--- src/design/encoder_speed_distance_meter_top_macros.svh ---
// Assertion helpers shared by the meter's modules.
`ifndef ENCODER_SPEED_DISTANCE_METER_TOP_MACROS_SVH
`define ENCODER_SPEED_DISTANCE_METER_TOP_MACROS_SVH

// Checks a property at every rising clock edge outside reset.
`define ESDM_ASSERT(lbl, clk, rst_n, prop, msg) \
	lbl: assert property (@(posedge clk) disable iff (!rst_n) prop) else $error(msg);

// Checks that a condition never holds outside reset.
`define ESDM_ASSERT_NEVER(lbl, clk, rst_n, cond, msg) \
	`ESDM_ASSERT(lbl, clk, rst_n, !(cond), msg)

`endif

--- src/design/esdm_pkg.sv ---
package esdm_pkg;

	localparam int HISTORY_DEPTH_DEF = 10;
	localparam int STOP_SAMPLES = 3;

	localparam int DIV_W = 64;
	localparam int SPEED_W = 24;
	localparam int CNT_W = 32;
	localparam int PPR_W = 16;
	localparam int CIRC_W = 22;
	localparam int TP_W = 20;
	localparam int WIN_W = 4;
	localparam int THR_W = 24;
	localparam int PULSE_W = 4;
	localparam int PROD_W = CNT_W + CIRC_W;
	localparam int DEN_W = PPR_W + TP_W;
	localparam int PPRK_W = PPR_W + 10;

	localparam int CFG_IDX_W = 3;
	localparam int CFG_DATA_W = 24;

	localparam logic [CFG_IDX_W-1:0] REG_PPR = 3'd0;
	localparam logic [CFG_IDX_W-1:0] REG_CIRC = 3'd1;
	localparam logic [CFG_IDX_W-1:0] REG_TP = 3'd2;
	localparam logic [CFG_IDX_W-1:0] REG_WIN = 3'd3;
	localparam logic [CFG_IDX_W-1:0] REG_THR = 3'd4;

	localparam logic [PPR_W-1:0] PPR_RST = 16'd200;
	localparam logic [CIRC_W-1:0] CIRC_RST = 22'd502655;
	localparam logic [TP_W-1:0] TP_RST = 20'd1000;
	localparam logic [WIN_W-1:0] WIN_RST = 4'd10;
	localparam logic [THR_W-1:0] THR_RST = 24'd10;

	localparam int OP_W = 3;
	localparam logic [OP_W-1:0] OP_SPD1 = 3'd0;
	localparam logic [OP_W-1:0] OP_SPD2 = 3'd1;
	localparam logic [OP_W-1:0] OP_MEAN = 3'd2;
	localparam logic [OP_W-1:0] OP_STOP = 3'd3;
	localparam logic [OP_W-1:0] OP_REV = 3'd4;
	localparam logic [OP_W-1:0] OP_DIST = 3'd5;

	typedef struct packed {
		logic load;
		logic update;
		logic mul_spd;
		logic scale;
		logic div_go;
		logic div_cap;
		logic [OP_W-1:0] op;
		logic write;
		logic walk_go;
		logic mul_dist;
		logic out_load;
	} cmd_t;

	typedef struct packed {
		logic sample;
		logic div_done;
		logic walk_done;
	} status_t;

endpackage

--- src/design/esdm_ctrl.sv ---
`include "encoder_speed_distance_meter_top_macros.svh"

module esdm_ctrl (
	input  logic              clk,
	input  logic              arst_n,
	input  logic              in_valid,
	output logic              in_ready,
	output logic              out_valid,
	input  logic              out_ready,
	output esdm_pkg::cmd_t    cmd,
	input  esdm_pkg::status_t status
);
	import esdm_pkg::*;

	localparam logic [3:0] ST_IDLE = 4'd0;
	localparam logic [3:0] ST_UPD = 4'd1;
	localparam logic [3:0] ST_MULS = 4'd2;
	localparam logic [3:0] ST_SCALE = 4'd3;
	localparam logic [3:0] ST_DIV1 = 4'd4;
	localparam logic [3:0] ST_DIV2 = 4'd5;
	localparam logic [3:0] ST_WRITE = 4'd6;
	localparam logic [3:0] ST_WALK = 4'd7;
	localparam logic [3:0] ST_DIVM = 4'd8;
	localparam logic [3:0] ST_DIVS = 4'd9;
	localparam logic [3:0] ST_MULD = 4'd10;
	localparam logic [3:0] ST_DIVR = 4'd11;
	localparam logic [3:0] ST_DIVD = 4'd12;
	localparam logic [3:0] ST_OUT = 4'd13;

	logic [3:0] state_q;
	logic issued_q;
	logic out_valid_q;
	logic div_state;

	always_comb begin
		cmd = '0;
		div_state = 1'b0;
		cmd.load = (state_q == ST_IDLE) && in_valid;
		unique case (state_q)
			ST_IDLE: ;
			ST_UPD: cmd.update = 1'b1;
			ST_MULS: cmd.mul_spd = 1'b1;
			ST_SCALE: cmd.scale = 1'b1;
			ST_DIV1: begin
				div_state = 1'b1;
				cmd.op = OP_SPD1;
			end
			ST_DIV2: begin
				div_state = 1'b1;
				cmd.op = OP_SPD2;
			end
			ST_WRITE: cmd.write = 1'b1;
			ST_WALK: cmd.walk_go = !issued_q;
			ST_DIVM: begin
				div_state = 1'b1;
				cmd.op = OP_MEAN;
			end
			ST_DIVS: begin
				div_state = 1'b1;
				cmd.op = OP_STOP;
			end
			ST_MULD: cmd.mul_dist = 1'b1;
			ST_DIVR: begin
				div_state = 1'b1;
				cmd.op = OP_REV;
			end
			ST_DIVD: begin
				div_state = 1'b1;
				cmd.op = OP_DIST;
			end
			ST_OUT: cmd.out_load = !out_valid_q || out_ready;
			default: ;
		endcase
		cmd.div_go = div_state && !issued_q;
		cmd.div_cap = div_state && issued_q && status.div_done;
	end

	always_ff @(posedge clk or negedge arst_n) begin
		if (!arst_n) begin
			state_q <= ST_IDLE;
			issued_q <= 1'b0;
			out_valid_q <= 1'b0;
		end else begin
			if (cmd.out_load) begin
				out_valid_q <= 1'b1;
			end else if (out_ready) begin
				out_valid_q <= 1'b0;
			end
			if (cmd.div_go || cmd.walk_go) begin
				issued_q <= 1'b1;
			end
			unique case (state_q)
				ST_IDLE: if (in_valid) state_q <= ST_UPD;
				ST_UPD: state_q <= status.sample ? ST_MULS : ST_WALK;
				ST_MULS: state_q <= ST_SCALE;
				ST_SCALE: state_q <= ST_DIV1;
				ST_DIV1: if (cmd.div_cap) begin
					issued_q <= 1'b0;
					state_q <= ST_DIV2;
				end
				ST_DIV2: if (cmd.div_cap) begin
					issued_q <= 1'b0;
					state_q <= ST_WRITE;
				end
				ST_WRITE: state_q <= ST_WALK;
				ST_WALK: if (issued_q && status.walk_done) begin
					issued_q <= 1'b0;
					state_q <= ST_DIVM;
				end
				ST_DIVM: if (cmd.div_cap) begin
					issued_q <= 1'b0;
					state_q <= ST_DIVS;
				end
				ST_DIVS: if (cmd.div_cap) begin
					issued_q <= 1'b0;
					state_q <= ST_MULD;
				end
				ST_MULD: state_q <= ST_DIVR;
				ST_DIVR: if (cmd.div_cap) begin
					issued_q <= 1'b0;
					state_q <= ST_DIVD;
				end
				ST_DIVD: if (cmd.div_cap) begin
					issued_q <= 1'b0;
					state_q <= ST_OUT;
				end
				ST_OUT: if (cmd.out_load) state_q <= ST_IDLE;
				default: state_q <= ST_IDLE;
			endcase
		end
	end

	assign in_ready = (state_q == ST_IDLE);
	assign out_valid = out_valid_q;

	`ESDM_ASSERT(a_accept_starts_update, clk, arst_n, (in_valid && in_ready) |=> (state_q == ST_UPD), "accepted item did not start the update")

endmodule

--- config.mk ---
export PLATFORM = sky130hd
export DESIGN_NAME = esdm_ctrl
export DESIGN_NICKNAME = d
export VERILOG_FILES = /design/src/design/esdm_pkg.sv /design/src/design/esdm_ctrl.sv
export VERILOG_INCLUDE_DIRS = /design/src /design/src/design
export SDC_FILE = /design/constraint.sdc
export NUM_CORES = 1
export LEC_CHECK = 0
export BUFFER_PORTS_ARGS = -buffer_cell sky130_fd_sc_hd__buf_4
export CORE_ASPECT_RATIO = 1.25
export CORE_UTILIZATION = 33
export DETAILED_ROUTE_END_ITERATION = 6
export GPL_TIMING_DRIVEN = 0
export PLACE_DENSITY = 0.55
export RECOVER_POWER = 100
export SKIP_LAST_GASP = 1
export SYNTH_ARGS = -nofsm -noshare
export SYNTH_HDL_FRONTEND = slang
export SYNTH_SLANG_ARGS = --single-unit
--- constraint.sdc ---
create_clock -name clk -period 2.15 [get_ports clk]
set_input_delay 0.1075 -clock clk [delete_from_list [all_inputs] [get_ports clk]]
set_output_delay 0.1075 -clock clk [all_outputs]
set_load 0.02 [all_outputs]
==> flow_summary.yaml, run 1 <==
power_and_ir_drop:
  total_power_w: 0.00120
  powerDensity_nw_per_um2: 1660
  p_leak_nw: 0.299
  ir_worst_vdd_mv: 0.673
cells_and_area:
  final_layout_size_suffix_gt1_frac: 0.184
  area_delta_synth_final_pct: 26.5
  nets: 112
  final_area_um2: 722
  nFillCells: 186
  antenna_cells: 0
sta:
  max_freq_mhz: 535
  rsz0062_at_grt: "false"
  finalCritPeriodShare: 0.869
  fin_setup_tns_ns: 0
  fin_crit_ns: 1.87
  worst_slack_ns: 0.281
  finalClockSkew_ns: 0.00479
  slew_headroom: 0.702
  finalMaxSlewViolations: 0
  setup_viol: 0
  worst_pin_slew_ns: 0.446
  hold_viol_final: 0
floorplanning:
  fp-row-count: 16
  ios: 22
  core-area_um2: 1600
  die_area_um2: 1900
  die_w_um: 39.2
  start_util: 0.356
  die_y_um: 48.5
route:
  drc: 0
  wl_per_cell_um: 12.3
  ant_nets: 0
  dr.pass1.iters: 4
  routed_via_density: 5.31
  wirelength_mm: 1.49
  vias: 643
  drt_iter0_markers: 4
placed_design:
  dp_slack_ns: 0.693
  placed_area_um2: 751
  port_buffers: 21
  dp_hpwl_mm: 1.12
  gp_congestion: 0.754
yosys:
  yosysSeqAreaShare: 0.263
  ys_top_cells_by_count: "nor2_1 (10), nand2_1 (9), a21oi_1 (6), dfrtp_1 (6)"
  ys_types: 30
  synth_top_area_share: 0.263
  ys_top_cells_by_area: "dfrtp_1 (26%), nor2_1 (6.6%), nand2_1 (5.9%)"
  yosys_warnings: 0
  synth_area_um2: 571
  syn_nets: 85
  synth_top_area_cell: "dfrtp_1"
  synthCells: 78
  synth.avg_cell_area_um2: 7.31
  synth-edff-count: 0
  yosysMostFrequentCell: "nor2_1"
  ys_async_sr_fraction: 1.00
  ys_seq_elements: 6
  synthFlopType: "dfrtp_1"
critical_path:
  crit_path_cell_trace: "clkbuf_1, buf_4, xnor2_1, a211oi_1, clkbuf_1"
  r2r-start: "state_q[0]$_DFFE_PN0P_"
  crit_required_ns: 2.04
  path_delay_family: "buffers and inverters"
  critPathMaxFanout: 10
  reg2regPathDepth: 6
  cp-start-kind: "flip-flop"
  cp-end-kind: "output port"
  rrSetupSlack_ns: 0.47
  worst-path-buf-inv: 3
  slowest_delay_ns: 0.36
  rr_endpoint: "state_q[2]$_DFFE_PN0P_"
  arrival_ns: 1.76
  cp_slowest_cell: "dfrtp_1"
  path_class: "flip-flop to output port"
  crit_top_cell: "clkbuf_1"
clock_tree:
  cts.sinks: 6
  htreeDepth: 1
  clk_pin_slew_ns: 0.04
  cts_tree: "built"
  cts.repair.resized: 0
  insertion_delay_ns: 0.24
  root_buffer: "clkbuf_4"
  numCtsBuffers: 3
  clk_path_buf_depth: 2
flow_run:
  max-cap-violations: 0
hold_path:
  worstHoldPathType: "primary input to flip-flop"
  min_delay_path_depth: 2
  worstHoldStart: "status[2]"
  min_delay_worst_endpoint: "state_q[0]$_DFFE_PN0P_"
global_route:
  track_usage: 0.178
  grt_pass1_vias: 578
  grt_max_degree: 11
  antenna_found_initial: 0
  grt_first_pass_wirelength_mm: 2.44
  overflow: 0
run_status:
  status: "completed"
placed cells by master, fill, tap and decap left out, drive strengths merged, types with 2 or more instances in the layout:
| cell | synthesis | routed |
|---|---|---|
| a211oi | 2 | 2 |
| a21oi | 6 | 6 |
| a2bb2oi | 2 | 2 |
| buf | 4 | 11 |
| clkbuf | 3 | 20 |
| dfrtp | 6 | 6 |
| inv | 2 | 2 |
| nand2 | 9 | 9 |
| nand2b | 3 | 3 |
| nand3 | 5 | 5 |
| nand4b | 2 | 2 |
| nor2 | 10 | 10 |
| nor2b | 5 | 5 |
| nor3 | 2 | 2 |
| o21ai | 7 | 7 |
| or3 | 2 | 2 |
area by class of cell:
type / instances / area, µm² / area share
repair buffers: 22 / 119 / 0.165
multi-input cells: 63 / 362 / 0.501
well taps: 18 / 22.5 / 0.0312
flip-flops and latches: 6 / 150 / 0.208
inverters: 2 / 7.51 / 0.0104
plain buffers: 7 / 38.8 / 0.0537
clock buffers: 3 / 22.5 / 0.0312
sequential cells by signal, summed over array words and instances (netlist names):
name / cells
out_valid: 1
issued_q: 1
state_q: 4
per-layer routing:
layer	GRT usage	wire [µm]	up-vias
met1	0.226	670	304
met3	0.0826	69	0
met2	0.283	745	15
met4	0.0172	0	0
met5	0	0	-
li1	-	-	324
worst max-delay path by stage:
| stage | start | end | slack, ns | depth (start not counted) |
|---|---|---|---|---|
| global placement | state_q[3]$_DFFE_PN0P_ | state_q[0]$_DFFE_PN0P_ | 0.69 | 5 |
| finish | state_q[0]$_DFFE_PN0P_ | cmd[4] | 0.28 | 5 |
| detailed placement | state_q[0]$_DFFE_PN0P_ | state_q[2]$_DFFE_PN0P_ | 0.69 | 6 |
| CTS | state_q[1]$_DFFE_PN0P_ | cmd[3] | 0.44 | 5 |
| global route | state_q[0]$_DFFE_PN0P_ | cmd[4] | 0.17 | 5 |
| floorplan | state_q[1]$_DFFE_PN0P_ | cmd[12] | 0.46 | 4 |
report_power, final:
group / switching, W / internal, W
Combinational: 0.000551 / 0.000332
Clock: 0.0000377 / 0.0000629
Sequential: 0.0000480 / 0.000166
Total: 0.000637 / 0.000561
per-stage QoR:
stage | hold slack (ns) | std cells | util
6_report | 0.145 | 121 | 0.451
3_3_place_gp | -0.0841 | 117 | 0.469
5_1_grt | 0.159 | 121 | 0.451
4_1_cts | 0.0992 | 121 | 0.489
2_1_floorplan | -0.188 | 78 | -
3_5_place_dp | -0.0833 | 117 | 0.469
kinds of logic (layout without fill, tap and decap cells):
kind of cell    after synthesis  count (layout)  synth area share
buf+inv                       9              34            0.0833
compound gates               21              21             0.257
simple gates                 41              41             0.382
xor+xnor                      1               1            0.0154
flops                         6               6             0.263
what timing repair did:
| item | in CTS | in global routing |
|---|---|---|
| setup buffers | 0 | 0 |
| hold buffers | 1 | 0 |
| endpoints found under the hold margin | 6 | 0 |
(Power assumes the default switching activity.)
==> run 2: changes to the inputs <==
--- a/config.mk
+++ b/config.mk
@@ -11,7 +11,7 @@
 export CORE_UTILIZATION = 33
 export DETAILED_ROUTE_END_ITERATION = 6
 export GPL_TIMING_DRIVEN = 0
-export PLACE_DENSITY = 0.55
+export PLACE_DENSITY = 0.57
 export RECOVER_POWER = 100
 export SKIP_LAST_GASP = 1
 export SYNTH_ARGS = -nofsm -noshare
==> constraint.sdc (replaced) <==
create_clock -name clk -period 1.7 [get_ports clk]
set_input_delay 0.085 -clock clk [delete_from_list [all_inputs] [get_ports clk]]
set_output_delay 0.085 -clock clk [all_outputs]
set_load 0.02 [all_outputs]
==> run 2 against run 1 <==
  * Clock skew increased by 0.0016 ns
  * Sequential power up 26%
  * Sequential cell count is the same
  * Cell count unchanged
  * First-iteration DRC count increased to 3.3 times the previous value
  * Cell area rose by 3.6%
  * Non-clock buffer count did not move
  * Critical path depth unchanged
  * Clock power up 28%
  * Critical path type unchanged
  * Largest cell class unchanged
  * Largest power group unchanged
==> flow_summary.yaml, run 2 (synthesis gave the netlist of run 1 again) <==
clock_tree:
  htreeDepth: 1
  numCtsBuffers: 3
  cts_tree: "built"
  clk_pin_slew_ns: 0.04
  cts.sinks: 6
  clk_path_buf_depth: 2
  root_buffer: "clkbuf_4"
  insertion_delay_ns: 0.24
  cts_setup_buffers: 0
critical_path:
  cp-end-kind: "output port"
  reg2regPathDepth: 6
  slowest_delay_ns: 0.38
  crit_required_ns: 1.62
  cp-start-kind: "flip-flop"
  path_class: "flip-flop to output port"
  crit_path_cell_trace: "buf_2, buf_4, nand2b_1, nor3_1, clkbuf_2"
  arrival_ns: 1.51
  critPathMaxFanout: 10
  cp_slowest_cell: "dfrtp_1"
cells_and_area:
  nFillCells: 191
  top_register: "state_q"
  area_delta_synth_final_pct: 31.1
  final_cell_mix: "buf_4 (14), nor2_1 (10), nand2_1 (9)"
  final_area_um2: 748
  layout.cells.non_filler: 121
  antenna_cells: 0
  multi_input_area_um2: 367
  largest_register_ffs: 4
  final_layout_size_suffix_gt1_frac: 0.301
  final_common_cell: "buf_4"
  register_area_um2: 150
  nets: 112
sta:
  rsz0062_at_grt: "false"
  finalMaxSlewViolations: 0
  hold_viol_final: 0
  setup_viol: 0
  worst_pin_slew_ns: 0.298
  max_freq_mhz: 627
  finalClockSkew_ns: 0.00636
  fin_setup_tns_ns: 0
  slew_headroom: 0.802
  fin_crit_ns: 1.60
  finalCritPeriodShare: 0.938
power_and_ir_drop:
  ir_worst_vdd_mv: 0.897
  p_leak_nw: 0.341
  powerDensity_nw_per_um2: 2100
  total_power_w: 0.00157
run_status:
  status: "completed"
hold_path:
  worstHoldPathType: "primary input to flip-flop"
  min_delay_path_depth: 2
route:
  vias: 638
  routed_via_density: 5.27
  dr.pass1.iters: 4
  wirelength_mm: 1.38
  ant_nets: 0
  wl_per_cell_um: 11.4
  drt_iter0_markers: 13
  drc: 0
flow_run:
  max-cap-violations: 0
global_route:
  antenna_found_initial: 0
  grt_first_pass_wirelength_mm: 2.26
  overflow: 0
  track_usage: 0.167
  grt_max_degree: 11
  grt_pass1_vias: 543
placed_design:
  gp_congestion: 0.770
  placed_area_um2: 751
  port_buffers: 21
  place_inst: 117
  dp_hpwl_mm: 1.03
floorplanning:
  start_util: 0.356
  fp-row-count: 16
  die_w_um: 39.2
  die_y_um: 48.5
  core-area_um2: 1600
  die_area_um2: 1900
  ios: 22
[run 2: layout make-up]
class / count / share of cell area
plain buffers: 7 / 0.0569
clock buffers: 3 / 0.0301
inverters: 2 / 0.0100
multi-input cells: 63 / 0.490
flip-flops and latches: 6 / 0.201
well taps: 18 / 0.0301
repair buffers: 22 / 0.182
[run 2: final timing paths]
kind / to / startpoint / slack (ns)
hold reg to reg: out_valid$_DFFE_PN0P_ / out_valid$_DFFE_PN0P_ / 0.56
max in group asynchronous: state_q[2]$_DFFE_PN0P_ / arst_n / 1.23
hold / removal: state_q[0]$_DFFE_PN0P_ / status[2] / 0.08
min in group asynchronous: state_q[3]$_DFFE_PN0P_ / arst_n / 0.24
setup reg to reg: state_q[2]$_DFFE_PN0P_ / state_q[0]$_DFFE_PN0P_ / 0.17
setup / recovery: cmd[3] / state_q[0]$_DFFE_PN0P_ / 0.10
[run 2: where the power goes]
part | switching (W) | total [W] | internal [W]
Clock | 0.0000492 | 0.000129 | 0.0000797
Sequential | 0.0000598 | 0.000270 | 0.000210
Combinational | 0.000694 | 0.00117 | 0.000477
[run 2: critical path, delay by kind of cell (launching register included)]
kind | cells | cell delay (ns)
and+or+nand+nor | 2 | 0.32
buffers and inverters | 3 | 0.57
DFF | 1 | 0.38
[run 2: metal layers]
metal,vias to the layer above,wire (µm),track usage,share of wire
met4,0,0,0.0345,0
met1,293,624,0.211,0.45
met2,19,676,0.261,0.49
met5,-,0,0,0
li1,326,-,-,-
met3,0,76,0.0688,0.055
[run 2: stage by stage]
step,util,hold WS [ns],worst slack [ns]
2_1_floorplan,-,-0.211,0.0315
3_3_place_gp,0.469,-0.107,0.244
3_5_place_dp,0.469,-0.108,0.259
4_1_cts,0.489,0.0725,0.0203
5_1_grt,0.467,0.0778,0.00618
6_report,0.467,0.0801,0.105
[run 2: what timing repair did]
action                                  CTS  global route
endpoints found under the setup margin    0             7
hold buffers                              1             0
gates resized for setup                   0             5
endpoints found under the hold margin     6             0
==> run 3: changes to the inputs <==
--- a/config.mk
+++ b/config.mk
@@ -6,9 +6,11 @@
 export SDC_FILE = /design/constraint.sdc
 export NUM_CORES = 1
 export LEC_CHECK = 0
+export ABC_AREA = 1
 export BUFFER_PORTS_ARGS = -buffer_cell sky130_fd_sc_hd__buf_4
 export CORE_ASPECT_RATIO = 1.25
 export CORE_UTILIZATION = 33
+export CTS_BUF_LIST = sky130_fd_sc_hd__clkbuf_8
 export DETAILED_ROUTE_END_ITERATION = 6
 export GPL_TIMING_DRIVEN = 0
 export PLACE_DENSITY = 0.57
==> run 3 against run 2 <==
  * Cell area decreased by 2.5%
  * Routed wire length decreased by 9.7%
  * Sequential power increased by 8.5%
  * Total power decreased by 13%
  * Via count decreased by 1.1%
  * Sequential share of layout area increased by 0.52 points
  * Global-route usage decreased by 1.5 points
  * Utilization decreased by 0.60 points
  * Combinational power decreased by 25%
==> flow_summary.yaml, run 3 <==
sta:
  hold_viol_final: 0
  fin_crit_ns: 1.54
  finalCritPeriodShare: 0.904
  finalMaxSlewViolations: 0
  fin_setup_tns_ns: 0
  finalClockSkew_ns: 0.00122
  hold_slack_ns: 0.0646
  worst_pin_slew_ns: 0.304
  slew_headroom: 0.798
  rsz0062_at_grt: "false"
  setup_viol: 0
  max_freq_mhz: 651
clock_tree:
  root_buffer: "clkbuf_8"
  cts_setup_buffers: 0
  cts_tree: "built"
  numCtsBuffers: 3
  htreeDepth: 1
  clk_pin_slew_ns: 0.03
  clk_path_buf_depth: 2
  insertion_delay_ns: 0.22
  cts.sinks: 6
cells_and_area:
  final_cell_mix: "nand2_1 (26), nor2_1 (26), inv_1 (12)"
  area_delta_synth_final_pct: 30.4
  top_register: "state_q"
  final_layout_size_suffix_gt1_frac: 0.167
  nets: 129
  largest_register_ffs: 4
  fin_util: 0.461
  antenna_cells: 0
yosys:
  ys_top_cells_by_area: "dfrtp_1 (27%), nor2_1 (17%), nand2_1 (15%)"
  ys_seq_elements: 6
  synth_top_area_share: 0.268
  synth-edff-count: 0
  ys_types: 15
  ys_top_cells_by_count: "nor2_1 (25), nand2_1 (23), inv_1 (12)"
  synth_area_um2: 559
  syn_nets: 102
  yosysMostFrequentCell: "nor2_1"
  yosysSeqAreaShare: 0.268
  synthFlopType: "dfrtp_1"
  synth.avg_cell_area_um2: 5.89
  yosys_warnings: 0
  synth_top_area_cell: "dfrtp_1"
  synthCells: 95
  ys_async_sr_fraction: 1.00
global_route:
  antenna_found_initial: 0
  grt_first_pass_wirelength_mm: 1.92
  grt_pass1_vias: 494
  overflow: 0
  track_usage: 0.152
  grt_max_degree: 8
critical_path:
  slowest_delay_ns: 0.44
  arrival_ns: 1.45
  cp-end-kind: "output port"
  critPathMaxFanout: 7
  cp-start-kind: "flip-flop"
  crit_required_ns: 1.62
  crit_path_cell_trace: "nor2_1, inv_1, nor3_1, clkbuf_1"
  cp_slowest_cell: "dfrtp_1"
  path_class: "flip-flop to output port"
route:
  drt_iter0_markers: 11
  wl_per_cell_um: 9.01
  ant_nets: 0
  dr.pass1.iters: 4
  vias: 631
  drc: 0
  routed_via_density: 4.57
  wirelength_mm: 1.24
floorplanning:
  fp-row-count: 16
  core-area_um2: 1580
  die_w_um: 38.8
  ios: 22
  die_y_um: 48.0
  start_util: 0.354
  die_area_um2: 1860
flow_run:
  max-cap-violations: 0
placed_design:
  port_buffers: 21
  dp_hpwl_mm: 1.06
  gp_congestion: 0.728
power_and_ir_drop:
  ir_worst_vdd_mv: 0.893
  powerDensity_nw_per_um2: 1880
  p_leak_nw: 0.404
hold_path:
  worstHoldPathType: "primary input to flip-flop"
run_status:
  status: "completed"
[run 3: cell count changes in the layout (fill, tap and decap cells not counted), moves of 3 or more]
cell	delta
nand2b_1	-3
a21oi_1	-4
o21ai_1	-4
buf_4	-6
inv_1	+11
nor2_1	+16
nand3_1	+5
clkbuf_2	-6
clkbuf_8	+3
nand2_1	+17
clkbuf_1	+6
clkbuf_4	-3
nor2b_1	-5
[run 3: what timing repair did]
action	4_1_cts	5_1_grt
gates resized for setup	0	0
hold buffers	1	0
endpoints found under the hold margin	6	0
[run 3: path summary, 6_finish.rpt]
| check | startpoint | endpoint | slack (ns) | depth (start not counted) |
|---|---|---|---|---|
| worst max-delay path | state_q[2]$_DFFE_PN0P_ | cmd[12] | 0.16 | 4 |
| worst min-delay path | out_ready | out_valid$_DFFE_PN0P_ | 0.06 | 2 |
| worst max register to register | state_q[2]$_DFFE_PN0P_ | state_q[3]$_DFFE_PN0P_ | 0.31 | 8 |
| worst min register to register | out_valid$_DFFE_PN0P_ | out_valid$_DFFE_PN0P_ | 0.56 | 2 |
| max in group asynchronous | arst_n | out_valid$_DFFE_PN0P_ | 1.21 | 2 |
| min in group asynchronous | arst_n | issued_q$_DFF_PN0_ | 0.26 | 2 |
[run 3: critical path, delay by kind of cell (launching register included)]
kind / cells / cell delay [ns]
flops: 1 / 0.44
simple gates: 2 / 0.42
buf+inv: 2 / 0.37
[run 3: layout make-up]
class	instances	area (µm²)
Tap cell	18	22.5
Clock buffer	3	41.3
Multi-Input combinational cell	75	342
Timing Repair Buffer	22	121
Inverter	14	52.6
Sequential cell	6	150
Fill cell	194	852
[run 3: metrics by stage]
stage          total power, W  setup WS [ns]  cell area, µm²  cells
5_1_grt               0.00151         0.0418             729    138
2_1_floorplan        0.000999          0.416             559     95
4_1_cts               0.00150          0.181             791    138
3_5_place_dp          0.00128          0.346             739    134
6_report              0.00137          0.164             729    138
3_3_place_gp          0.00128          0.353             739    134
[run 3: cells by family (layout without fill, tap and decap cells)]
| group | count (synthesis) | count (layout) | share of synthesized area |
|---|---|---|---|
| AOI/OAI and AO/OA | 5 | 5 | 0.0649 |
| buffers and inverters | 14 | 39 | 0.0940 |
| DFF | 6 | 6 | 0.268 |
| and+or+nand+nor | 70 | 70 | 0.573 |
[run 3: routing by layer]
layer	up-vias	share of wire	wire length [µm]	track usage
met4	0	0	0	0.0828
met5	-	0	0	0
li1	341	-	-	-
met1	282	0.46	572	0.192
met3	0	0.019	24	0.0279
met2	8	0.52	646	0.243
[run 3: report_power, final]
part           internal [W]  switching, W
logic              0.000282      0.000594
registers          0.000208     0.0000847
clock network      0.000151     0.0000519
